===== src/design/pagb_pkg.sv =====
package pagb_pkg;

    localparam int IN_W   = 16;
    localparam int STAT_W = 2;
    localparam int NID_W  = 6;

    localparam logic [STAT_W-1:0] ST_ADDED    = 2'd0;
    localparam logic [STAT_W-1:0] ST_REJECTED = 2'd1;
    localparam logic [STAT_W-1:0] ST_COMPLETE = 2'd2;

    typedef struct packed {
        logic in_ready;
        logic accept;
        logic init_step;
        logic scan;
        logic link;
        logic fin_wr;
        logic out_load;
    } t_cmd;

    typedef struct packed {
        logic init_last;
        logic complete;
        logic hit;
        logic miss_end;
        logic finish;
        logic out_free;
    } t_stat;

endpackage


===== src/design/pagb_draw_if.sv =====
interface pagb_draw_if import pagb_pkg::*; ();
    logic            valid;
    logic            ready;
    logic [IN_W-1:0] random_draw;

    modport source (output valid, output random_draw, input ready);
    modport sink   (input valid, input random_draw, output ready);
endinterface


===== src/design/pagb_result_if.sv =====
interface pagb_result_if import pagb_pkg::*; ();
    logic              valid;
    logic              ready;
    logic [STAT_W-1:0] status;
    logic [NID_W-1:0]  from_node;
    logic [NID_W-1:0]  to_node;
    logic              node_finished;

    modport source (output valid, output status, output from_node, output to_node,
                    output node_finished, input ready);
    modport sink   (input valid, input status, input from_node, input to_node,
                    input node_finished, output ready);
endinterface


===== src/design/preferential_attachment_graph_builder.sv =====
// Preferential-attachment graph builder.
// Input channel i_draw carries one random draw per word; output channel
// o_result returns exactly one word per draw: status (edge added, draw
// rejected, graph complete), the chosen earlier node, the node being
// attached and a flag set when that node got its last edge.
// A draw walks the degree memory of the earlier nodes, one entry per cycle
// through a single read port with registered data; a rejected draw scans
// every earlier node, an added edge stops the scan at the found node and
// writes its degree (and the attached node's degree when that node
// finishes), and once the graph is complete the scan is skipped. One item is
// in flight at a time, i_draw.ready is high only while the block waits.
// Reset loads the clique: the degree memory is initialized over the
// first min(CLIQUE, NODES) entries, one per cycle, and no draw is taken
// during that pass. A finished word waits in an output register; when the
// receiver stalls, the next draw is still taken and processed, and its
// result is held until the register frees up.
module preferential_attachment_graph_builder import pagb_pkg::*; #(
    parameter int NODES          = 64,
    parameter int CLIQUE         = 4,
    parameter int EDGES_PER_NODE = 2,
    parameter int DRAW_BITS      = 16
) (
    input logic           i_clk,
    input logic           i_rst_n,
    pagb_draw_if.sink     i_draw,
    pagb_result_if.source o_result
);

    t_cmd  cmd;
    t_stat stat;

    pagb_ctrl u_ctrl (
        .i_clk      (i_clk),
        .i_rst_n    (i_rst_n),
        .i_in_valid (i_draw.valid),
        .i_stat     (stat),
        .o_cmd      (cmd)
    );

    pagb_dp #(
        .NODES          (NODES),
        .CLIQUE         (CLIQUE),
        .EDGES_PER_NODE (EDGES_PER_NODE),
        .DRAW_BITS      (DRAW_BITS)
    ) u_dp (
        .i_clk           (i_clk),
        .i_rst_n         (i_rst_n),
        .i_cmd           (cmd),
        .o_stat          (stat),
        .i_draw          (i_draw.random_draw),
        .i_out_ready     (o_result.ready),
        .o_out_valid     (o_result.valid),
        .o_status        (o_result.status),
        .o_from_node     (o_result.from_node),
        .o_to_node       (o_result.to_node),
        .o_node_finished (o_result.node_finished)
    );

    assign i_draw.ready = cmd.in_ready;

endmodule


===== src/design/pagb_ctrl.sv =====
module pagb_ctrl import pagb_pkg::*; (
    input  logic  i_clk,
    input  logic  i_rst_n,
    input  logic  i_in_valid,
    input  t_stat i_stat,
    output t_cmd  o_cmd
);

    localparam logic [2:0] S_INIT = 3'd0;
    localparam logic [2:0] S_IDLE = 3'd1;
    localparam logic [2:0] S_SCAN = 3'd2;
    localparam logic [2:0] S_LINK = 3'd3;
    localparam logic [2:0] S_FIN  = 3'd4;
    localparam logic [2:0] S_DONE = 3'd5;

    logic [2:0] r_state;
    logic [2:0] n_state;

    always_comb begin
        o_cmd   = '0;
        n_state = r_state;
        case (r_state)
            S_INIT: begin
                o_cmd.init_step = 1'b1;
                if (i_stat.init_last) begin
                    n_state = S_IDLE;
                end
            end
            S_IDLE: begin
                o_cmd.in_ready = 1'b1;
                o_cmd.accept   = i_in_valid;
                if (i_in_valid) begin
                    n_state = i_stat.complete ? S_DONE : S_SCAN;
                end
            end
            S_SCAN: begin
                o_cmd.scan = 1'b1;
                if (i_stat.hit) begin
                    n_state = S_LINK;
                end else if (i_stat.miss_end) begin
                    n_state = S_DONE;
                end
            end
            S_LINK: begin
                o_cmd.link = 1'b1;
                n_state    = i_stat.finish ? S_FIN : S_DONE;
            end
            S_FIN: begin
                o_cmd.fin_wr = 1'b1;
                n_state      = S_DONE;
            end
            S_DONE: begin
                if (i_stat.out_free) begin
                    o_cmd.out_load = 1'b1;
                    n_state        = S_IDLE;
                end
            end
            default: begin
                n_state = S_INIT;
            end
        endcase
    end

    always_ff @(posedge i_clk) begin
        if (!i_rst_n) begin
            r_state <= S_INIT;
        end else begin
            r_state <= n_state;
        end
    end

endmodule


===== src/design/pagb_dp.sv =====
module pagb_dp import pagb_pkg::*; #(
    parameter int NODES          = 64,
    parameter int CLIQUE         = 4,
    parameter int EDGES_PER_NODE = 2,
    parameter int DRAW_BITS      = 16
) (
    input  logic              i_clk,
    input  logic              i_rst_n,
    input  t_cmd              i_cmd,
    output t_stat             o_stat,
    input  logic [IN_W-1:0]   i_draw,
    input  logic              i_out_ready,
    output logic              o_out_valid,
    output logic [STAT_W-1:0] o_status,
    output logic [NID_W-1:0]  o_from_node,
    output logic [NID_W-1:0]  o_to_node,
    output logic              o_node_finished
);

    localparam int CLIQUE_EFF = (CLIQUE < NODES) ? CLIQUE : NODES;
    localparam int NODE_W     = $clog2(NODES);
    localparam int NCW        = $clog2(NODES + 1);
    localparam int DEG_W      = $clog2(NODES);
    localparam int TOT_W      = $clog2(NODES * NODES);
    localparam int EW         = $clog2(EDGES_PER_NODE + 1);
    localparam int THR_W      = DRAW_BITS + TOT_W;

    logic [DEG_W-1:0] r_deg_mem [NODES];
    logic [DEG_W-1:0] r_rd_data;

    logic [TOT_W-1:0]  r_total;
    logic [NCW-1:0]    r_node;
    logic [EW-1:0]     r_edges;
    logic [NODE_W-1:0] r_part [EDGES_PER_NODE];

    logic [THR_W-1:0]  r_thr;
    logic [TOT_W-1:0]  r_sum;
    logic [NCW-1:0]    r_rd_idx;
    logic              r_cmp_vld;
    logic [NODE_W-1:0] r_cmp_idx;
    logic [NODE_W-1:0] r_found;
    logic [DEG_W-1:0]  r_found_deg;

    logic [STAT_W-1:0] r_res_status;
    logic [NCW-1:0]    r_res_to;
    logic              r_res_fin;

    logic              r_out_vld;
    logic [STAT_W-1:0] r_out_status;
    logic [NID_W-1:0]  r_out_from;
    logic [NID_W-1:0]  r_out_to;
    logic              r_out_fin;

    logic              issue;
    logic [TOT_W-1:0]  sum_nx;
    logic              linked;
    logic              wr_en;
    logic [NODE_W-1:0] wr_addr;
    logic [DEG_W-1:0]  wr_data;

    assign issue  = i_cmd.scan && (r_rd_idx < r_node);
    assign sum_nx = r_sum + TOT_W'(r_rd_data);

    always_comb begin
        linked = 1'b0;
        for (int k = 0; k < EDGES_PER_NODE; k++) begin
            if ((EW'(k) < r_edges) && (r_part[k] == r_cmp_idx)) begin
                linked = 1'b1;
            end
        end
    end

    always_comb begin
        o_stat.init_last = (r_rd_idx == NCW'(CLIQUE_EFF - 1));
        o_stat.complete  = (r_node == NCW'(NODES));
        // running sum passes draw * total when the high part of the product is below it
        o_stat.hit       = i_cmd.scan && r_cmp_vld && !linked
                           && (r_thr[THR_W-1:DRAW_BITS] < sum_nx);
        o_stat.miss_end  = i_cmd.scan && r_cmp_vld && !o_stat.hit
                           && (NCW'(r_cmp_idx) == r_node - NCW'(1));
        o_stat.finish    = (r_edges == EW'(EDGES_PER_NODE - 1));
        o_stat.out_free  = !r_out_vld || i_out_ready;
    end

    always_comb begin
        wr_en   = 1'b0;
        wr_addr = r_found;
        wr_data = r_found_deg + DEG_W'(1);
        if (i_cmd.init_step) begin
            wr_en   = 1'b1;
            wr_addr = r_rd_idx[NODE_W-1:0];
            wr_data = DEG_W'(CLIQUE_EFF - 1);
        end else if (i_cmd.link) begin
            wr_en = 1'b1;
        end else if (i_cmd.fin_wr) begin
            wr_en   = 1'b1;
            wr_addr = r_node[NODE_W-1:0];
            wr_data = DEG_W'(EDGES_PER_NODE);
        end
    end

    always_ff @(posedge i_clk) begin
        if (wr_en) begin
            r_deg_mem[wr_addr] <= wr_data;
        end
        r_rd_data <= r_deg_mem[r_rd_idx[NODE_W-1:0]];
    end

    // graph state
    always_ff @(posedge i_clk) begin
        if (!i_rst_n) begin
            r_total <= TOT_W'(CLIQUE_EFF * (CLIQUE_EFF - 1));
            r_node  <= NCW'(CLIQUE_EFF);
            r_edges <= '0;
        end else begin
            if (i_cmd.link) begin
                r_total <= r_total + TOT_W'(2);
                r_edges <= o_stat.finish ? '0 : r_edges + EW'(1);
            end
            if (i_cmd.fin_wr) begin
                r_node <= r_node + NCW'(1);
            end
        end
    end

    always_ff @(posedge i_clk) begin
        if (i_cmd.link) begin
            r_part[0] <= r_found;
            for (int k = 1; k < EDGES_PER_NODE; k++) begin
                r_part[k] <= r_part[k-1];
            end
        end
    end

    // scan control
    always_ff @(posedge i_clk) begin
        if (!i_rst_n) begin
            r_rd_idx  <= '0;
            r_cmp_vld <= 1'b0;
        end else if (i_cmd.init_step) begin
            r_rd_idx <= o_stat.init_last ? '0 : r_rd_idx + NCW'(1);
        end else if (i_cmd.accept) begin
            r_rd_idx  <= '0;
            r_cmp_vld <= 1'b0;
        end else begin
            r_cmp_vld <= issue;
            if (issue) begin
                r_rd_idx <= r_rd_idx + NCW'(1);
            end
        end
    end

    always_ff @(posedge i_clk) begin
        if (i_cmd.accept) begin
            r_thr        <= THR_W'(DRAW_BITS'(i_draw)) * THR_W'(r_total);
            r_sum        <= '0;
            r_res_status <= o_stat.complete ? ST_COMPLETE : ST_REJECTED;
            r_res_to     <= o_stat.complete ? '0 : r_node;
            r_res_fin    <= 1'b0;
            r_found      <= '0;
        end else if (i_cmd.scan) begin
            if (r_cmp_vld) begin
                r_sum <= sum_nx;
            end
            if (o_stat.hit) begin
                r_found      <= r_cmp_idx;
                r_found_deg  <= r_rd_data;
                r_res_status <= ST_ADDED;
            end
        end else if (i_cmd.link) begin
            r_res_fin <= o_stat.finish;
        end
        if (issue) begin
            r_cmp_idx <= r_rd_idx[NODE_W-1:0];
        end
    end

    // output word register
    always_ff @(posedge i_clk) begin
        if (!i_rst_n) begin
            r_out_vld <= 1'b0;
        end else if (i_cmd.out_load) begin
            r_out_vld <= 1'b1;
        end else if (i_out_ready) begin
            r_out_vld <= 1'b0;
        end
    end

    always_ff @(posedge i_clk) begin
        if (i_cmd.out_load) begin
            r_out_status <= r_res_status;
            r_out_from   <= NID_W'(r_found);
            r_out_to     <= NID_W'(r_res_to);
            r_out_fin    <= r_res_fin;
        end
    end

    assign o_out_valid     = r_out_vld;
    assign o_status        = r_out_status;
    assign o_from_node     = r_out_from;
    assign o_to_node       = r_out_to;
    assign o_node_finished = r_out_fin;

endmodule


===== src/flat_wrapper.sv =====
// flat-port wrapper written by rule: the top's interface ports become plain ports
module preferential_attachment_graph_builder_flat import pagb_pkg::*;
#(
    parameter int NODES          = 64,
    parameter int CLIQUE         = 4,
    parameter int EDGES_PER_NODE = 2,
    parameter int DRAW_BITS      = 16
)
  (i_clk, i_rst_n, i_draw_valid, i_draw_random_draw, i_draw_ready, o_result_valid, o_result_status, o_result_from_node, o_result_to_node, o_result_node_finished, o_result_ready);
  pagb_draw_if i_draw_i ();
  pagb_result_if o_result_i ();
  input logic i_clk;
  input logic i_rst_n;
  input wire logic [$bits(i_draw_i.valid)-1:0] i_draw_valid;
  input wire logic [$bits(i_draw_i.random_draw)-1:0] i_draw_random_draw;
  output wire logic [$bits(i_draw_i.ready)-1:0] i_draw_ready;
  output wire logic [$bits(o_result_i.valid)-1:0] o_result_valid;
  output wire logic [$bits(o_result_i.status)-1:0] o_result_status;
  output wire logic [$bits(o_result_i.from_node)-1:0] o_result_from_node;
  output wire logic [$bits(o_result_i.to_node)-1:0] o_result_to_node;
  output wire logic [$bits(o_result_i.node_finished)-1:0] o_result_node_finished;
  input wire logic [$bits(o_result_i.ready)-1:0] o_result_ready;
  assign i_draw_i.valid = i_draw_valid;
  assign i_draw_i.random_draw = i_draw_random_draw;
  assign i_draw_ready = i_draw_i.ready;
  assign o_result_valid = o_result_i.valid;
  assign o_result_status = o_result_i.status;
  assign o_result_from_node = o_result_i.from_node;
  assign o_result_to_node = o_result_i.to_node;
  assign o_result_node_finished = o_result_i.node_finished;
  assign o_result_i.ready = o_result_ready;
  preferential_attachment_graph_builder #(.NODES(NODES), .CLIQUE(CLIQUE), .EDGES_PER_NODE(EDGES_PER_NODE), .DRAW_BITS(DRAW_BITS)) u_core (.i_clk(i_clk), .i_rst_n(i_rst_n), .i_draw(i_draw_i), .o_result(o_result_i));
endmodule

===== config.mk =====
export PLATFORM = sky130hd
export DESIGN_NAME = preferential_attachment_graph_builder_flat
export DESIGN_NICKNAME = d
export VERILOG_FILES = /design/src/design/pagb_pkg.sv /design/src/design/pagb_draw_if.sv /design/src/design/pagb_result_if.sv /design/src/design/preferential_attachment_graph_builder.sv /design/src/design/pagb_ctrl.sv /design/src/design/pagb_dp.sv /design/src/flat_wrapper.sv
export SDC_FILE = /design/constraint.sdc
export NUM_CORES = 1
export LEC_CHECK = 0
export BUFFER_PORTS_ARGS = -buffer_cell sky130_fd_sc_hd__clkbuf_2
export CAP_MARGIN = 20
export CORE_MARGIN = 2
export CORE_UTILIZATION = 60
export DETAILED_ROUTE_END_ITERATION = 6
export GPL_TIMING_DRIVEN = 0
export PLACE_DENSITY = 0.76
export SYNTH_ARGS = -nofsm -noshare
export SYNTH_HDL_FRONTEND = slang
export SYNTH_SLANG_ARGS = --single-unit
export TNS_END_PERCENT = 1

===== constraint.sdc =====
create_clock -name i_clk -period 6.67 [get_ports i_clk]
set_input_delay 0 -clock i_clk [delete_from_list [all_inputs] [get_ports i_clk]]
set_output_delay 0 -clock i_clk [all_outputs]
set_load 0.05 [all_outputs]

### Word-level counts from Yosys, hierarchy flattened

Memory sizes are Yosys's and may differ from the RTL's. A register that Yosys moved wholly into a read port is not among the register bits.
Cells that the tools add are included.

* register bits after elaboration: 115
* RAM bits: 396
* input bits: 20
* output and inout port bits: 17
* logic and storage cells: 115
* memories: 2

Memory list
* u_core.u_dp.r_deg_mem: words 64, width 6, read ports 1, clocked after Yosys merged registers in 1, wr ports 1, line pagb_dp.sv:28 `logic [DEG_W-1:0] r_deg_mem [NODES];`
* u_core.u_dp.r_part: words 2, width 6, read ports 2, clocked after Yosys merged registers in 0, wr ports 2, line pagb_dp.sv:34 `logic [NODE_W-1:0] r_part [EDGES_PER_NODE];`

* add/sub/neg operators: 7
* $mul: 1
* order comparisons: 4
* eq/ne operators: 15
* muxes and demuxes: 42
* bitwise operators: 2
* reductions and logical operators: 23

Operators by type and width (number)
* $mux 6: 6
* $mul 16x12->28: 1
* $mux 7: 4
* $mux 1: 19
* $mux 3: 6
* $pmux 3 s6: 1
* $add 7x1->7 const B: 2
* $add 12x2->12 const B: 1
* $add 12x6->12: 1
* $eq 6x6->1: 2
* $lt 12x12->1: 1
* $mux 2: 6
* $logic_and 1x1->1: 8
* $reduce_and 2->1: 4
* $eq 6x7->1: 1
* $eq 7x2->1 const B: 1
* $eq 7x7->1 const B: 1
* $lt 7x7->1: 1
* $sub 7x1->7 const B: 1
* $add 6x1->6 const B: 1
* $eq 3x2->1 const B: 2
* $eq 3x3->1 const B: 2
* $reduce_bool 2->1: 3
* $lt 1x2->1 const A: 2
* other kinds (13): 17

### Logic depth before layout (Yosys ltp)

An unclocked memory read counts as a cell.

* depth after elaboration: 14
* gate-level depth with buffers: 21
* gate-level depth less buffers: 19

### Modules after synthesis

From an unflattened synthesis, not the netlist that was laid out.

* cells, all modules: 1833
* area total of the unflattened synthesis: 25964.9 sq um

Modules (own cells, without submodules)
* pagb_dp: times used 1, cells each 1798, area an instance 25680.9 sq um, sequential area each 14383.8 sq um
* pagb_ctrl: times used 1, cells each 35, area an instance 284.0 sq um, sequential area each 60.1 sq um

### Worst setup path after synthesis

No wires, ideal clock.

* path kind: register -> register
* from: reg u_core.u_dp.r_total[3]
* to: reg u_core.u_dp.r_thr[25] (data pin)
* library setup time: 135 ps
* arrival time: 5338 ps
* required time: 6535 ps
* path slack: 1197 ps
* cell stages (with the launch flop): 20
* buffers on the path: 2
* period minus slack after synthesis: 5473 ps
* path through: dfxtp_1 > clkbuf_1 > clkbuf_1 > nand2_1 > fa_1 > inv_1 > fa_1 > fa_1 > fa_1 > inv_1 > fa_1 > inv_1 > ha_1 > a21o_1 > or2_2 > a31oi_1 > o31a_1 > a21oi_1 > or4b_2 > nand3_1

* longest elaborated chain between the ends: 1

RTL lines
* from (decl): line pagb_dp.sv:31 `logic [TOT_W-1:0] r_total;`
* from (signal assigned): line pagb_dp.sv:112 `r_total <= TOT_W'(CLIQUE_EFF * (CLIQUE_EFF - 1));`
* from (signal assigned): line pagb_dp.sv:117 `r_total <= r_total + TOT_W'(2);`
* $mul 16x12->28: line pagb_dp.sv:155 `r_thr <= THR_W'(DRAW_BITS'(i_draw)) * THR_W'(r_total);`
* to (signal assigned): line pagb_dp.sv:155
* to (decl): line pagb_dp.sv:36 `logic [THR_W-1:0] r_thr;`

No other way between the ends.
A chain may end at the register's enable or synchronous reset.

### Final worst setup path

* from: reg u_core.u_dp.r_total[7]
* to: reg u_core.u_dp.r_thr[25] (data pin)

Same word-level chain as after synthesis.

==> impl_metrics.env <==
export IMPL_drv_cap=0
export IMPL_clock_skew_ns=0.0260
export IMPL_power_mw=8.69
export IMPL_grt_first_pass_wirelength_um=91600
export IMPL_antenna_left=0
export IMPL_cts_setup_buffers=0
export IMPL_end_kind="flip-flop"
export IMPL_cts_tree="done"
export IMPL_initial_core_util_pct=61.1
export IMPL_cts_root_buf="clkbuf_16"
export IMPL_crit_top_cell="fa_1"
export IMPL_synth_warnings=0
export IMPL_die_w_um=211
export IMPL_synth_nets=2027
export IMPL_fillers=2888
export IMPL_fp_dieH_um=211
export IMPL_clk_path_buf_depth=3
export IMPL_period_share_pct=94.8
export IMPL_place_hpwl_um=41300
export IMPL_vias=15300
export IMPL_multi_input_area_um2=10400
export IMPL_ir_drop_mv=0.234
export IMPL_setup_viol=0
export IMPL_crit_path_max_fanout=10
export IMPL_seq_area_um2=14400
export IMPL_grt_ovfl_total=0
export IMPL_synthCells=1780
export IMPL_gp_congestion=0.941
export IMPL_io_pins=37
export IMPL_dr_pass1_iters=7
export IMPL_path_clk_slew_ns=0.07
export IMPL_diodes=0
export IMPL_worstPathArrival_ns=6.75
export IMPL_path_cells="clkbuf_1 > clkbuf_1 > nand2_1 > fa_1 > inv_1 > fa_1 > fa_1 > fa_1 > inv_1 > fa_1 > inv_1 > ha_1 > a21o_1 > a211oi_1 > o211a_1 > o31a_1 > a21oi_1 > or4b_2 > nand3_1"
export IMPL_fin_crit_ns=6.33
export IMPL_antenna_found_initial=0
export IMPL_slowest_delay_ns=0.62
export IMPL_synth_cell_types=59
export IMPL_p_leak_nw=10.4
export IMPL_final_net_count=2125
export IMPL_drive_gt1_share_pct=13.9
export IMPL_clk_insertion_delay_late_ns=0.57
export IMPL_drt_wl_total_um=59200
export IMPL_setup_worst_path_class="reg2reg"
export IMPL_max_slew_margin_rel_pct=26.4
export IMPL_rsz0062_at_grt="false"
export IMPL_cts_buffers_inserted=45
export IMPL_syn2layout_area_growth_pct=9.85
export IMPL_fmax_mhz=158
export IMPL_drv_slew=0
export IMPL_hp_class="in2reg"
export IMPL_dieArea_um2=44700
export IMPL_seq_area_frac_synth_pct=56.0
export IMPL_setup_tns_ns=0
export IMPL_wl_per_cell_um=24.1
export IMPL_async_reset_ff_share_pct=0
export IMPL_worst_slew_pin_slew_ns=1.10
export IMPL_track_usage_pct=27.5
export IMPL_drc=0
export IMPL_port_buffers=35
export IMPL_via_per_inst=6.22
export IMPL_drt_initial_drc_count=1672
export IMPL_cellPowerDensity_nw_per_um2=307
export IMPL_grt_pass1_vias=15800
export IMPL_start_kind="flip-flop"
export IMPL_hold_viol=0
export IMPL_synth_ff_type="edfxtp_1"
export IMPL_status="completed"
export IMPL_cts_sinks=500
export IMPL_worstPathRequired_ns=7.09
export IMPL_cts_htree_levels=2
export IMPL_grt_max_degree=53
export IMPL_synth_edff_count=443
export IMPL_ys_ff_latch=500
export IMPL_slowest_stage="or4b_2"
export IMPL_coreArea_um2=42200
export IMPL_synth_area_per_cell_um2=14.5
export IMPL_rows=75
export IMPL_synth_area_um2=25800
layout make-up:
type	instances	area share, %
clock buffers	57	4.17
repair buffers	51	1.43
well taps	539	2.38
multi-input cells	1025	36.7
clock inverters	25	0.830
plain buffers	89	1.35
inverters	166	2.20
flip-flops and latches	500	51.0
state kept, by name (all words and copies together), names as in the netlist, 7 cells and up:
signal,cells
u_core.u_dp.r_part,12
u_core.u_dp.r_total,11
u_core.u_dp.r_thr,12
u_core.u_dp.r_sum,12
u_core.u_dp.r_node,7
u_core.u_dp.r_deg_mem,384
u_core.u_dp.r_rd_idx,7
power breakdown:
part | switching (mW) | internal [mW] | total, mW
sequential | 0.0994 | 3.68 | 3.77
clock | 1.13 | 1.42 | 2.54
combinational | 1.41 | 0.972 | 2.38
total | 2.63 | 6.06 | 8.69
worst max-delay path: cells and delay by family, from the launching register on:
kind | cells | cell delay, ns
adders and majority gates | 6 | 2.79
buffers and inverters | 5 | 1.16
and+or+nand+nor | 3 | 0.87
DFF | 1 | 0.30
AOI/OAI and AO/OA | 5 | 1.06
what timing repair did:
item | in CTS | in global routing
hold endpoints to repair | 10 | 0
gates resized for setup | 0 | 2
endpoints found under the setup margin | 0 | 1
hold buffers | 5 | 0
Yosys cell counts (3+ instances only):
cell	count	area share, %
and4_1	3	0.10
xor2_1	25	0.85
buf_2	9	0.17
nand2_1	143	2.1
inv_1	166	2.4
edfxtp_1	443	52
nor3_1	6	0.12
and3_1	6	0.15
a31oi_1	5	0.12
mux2i_1	13	0.50
fa_1	125	9.7
or3_1	9	0.22
a211oi_1	4	0.12
or2_2	6	0.15
nor2_1	117	1.7
nand3_1	28	0.54
and2_1	101	2.5
nor2b_1	6	0.15
mux4_2	124	11
a21oi_1	45	0.87
xnor2_1	42	1.4
o21ai_0	28	0.54
o21a_1	5	0.15
o31ai_1	4	0.12
nand4_1	14	0.34
buf_1	9	0.13
clkbuf_1	63	0.92
a21o_1	21	0.61
buf_4	7	0.20
nand2b_1	10	0.24
dfxtp_1	57	4.4
ha_1	102	4.9
kinds of logic (layout without fill, tap and decap cells):
| family | after synthesis | after routing | synth area share, % |
|---|---|---|---|
| AO/OA/AOI/OAI | 128 | 128 | 3.06 |
| XOR/XNOR | 67 | 67 | 2.28 |
| buffers and inverters | 255 | 388 | 3.89 |
| AND/OR/NAND/NOR | 464 | 464 | 8.70 |
| multiplexers | 139 | 139 | 11.4 |
| flip-flops | 500 | 500 | 56.0 |
| adder cells (fa/ha/maj) | 227 | 227 | 14.7 |
per-layer routing:
metal	global-route usage [%]	vias to the layer above	share of wire [%]
met4	7.38	0	2.4
met5	0	-	0
met3	6.05	122	10
met1	37.3	7734	39
li1	-	6568	-
met2	45.6	834	49
stage by stage:
step	util [%]	instances	setup WS (ns)	hold slack, ns	area (µm²)
5_1_grt	67.1	2452	0.00946	0.356	28300
3_3_place_gp	63.1	2354	0.410	0.341	26600
3_5_place_dp	63.5	2361	0.400	0.345	26800
6_report	67.1	2452	0.344	0.348	28300
4_1_cts	67.0	2448	0.370	0.330	28300
2_1_floorplan	-	1780	1.20	0.128	25800
placed cells by master (no fill, tap or decap), drive strengths merged, types with 10 or more instances in the layout:
| cell | n |
|---|---|
| edfxtp | 443 |
| inv | 169 |
| clkbuf | 155 |
| nand2 | 143 |
| fa | 125 |
| mux4 | 124 |
| nor2 | 117 |
| ha | 102 |
| and2 | 101 |
| dfxtp | 57 |
| a21oi | 45 |
| xnor2 | 42 |
| buf | 37 |
| o21ai | 29 |
| nand3 | 28 |
| xor2 | 25 |
| a21o | 21 |
| clkinv | 18 |
| nand4 | 14 |
| mux2i | 13 |
| nand2b | 10 |
final timing paths:
path | slack, ns | end | start | cells after the start
setup reg to reg | 0.34 | u_core.u_dp.r_thr[25] | u_core.u_dp.r_total[7] | 19
hold / removal | 0.35 | u_core.u_dp.o_out_valid | i_rst_n | 3
setup / recovery | 0.34 | u_core.u_dp.r_thr[25] | u_core.u_dp.r_total[7] | 19
hold reg to reg | 0.42 | u_core.u_dp.o_to_node[5] | u_core.u_dp.r_res_to[5] | 0
Power figures use the tool's default switching activity.
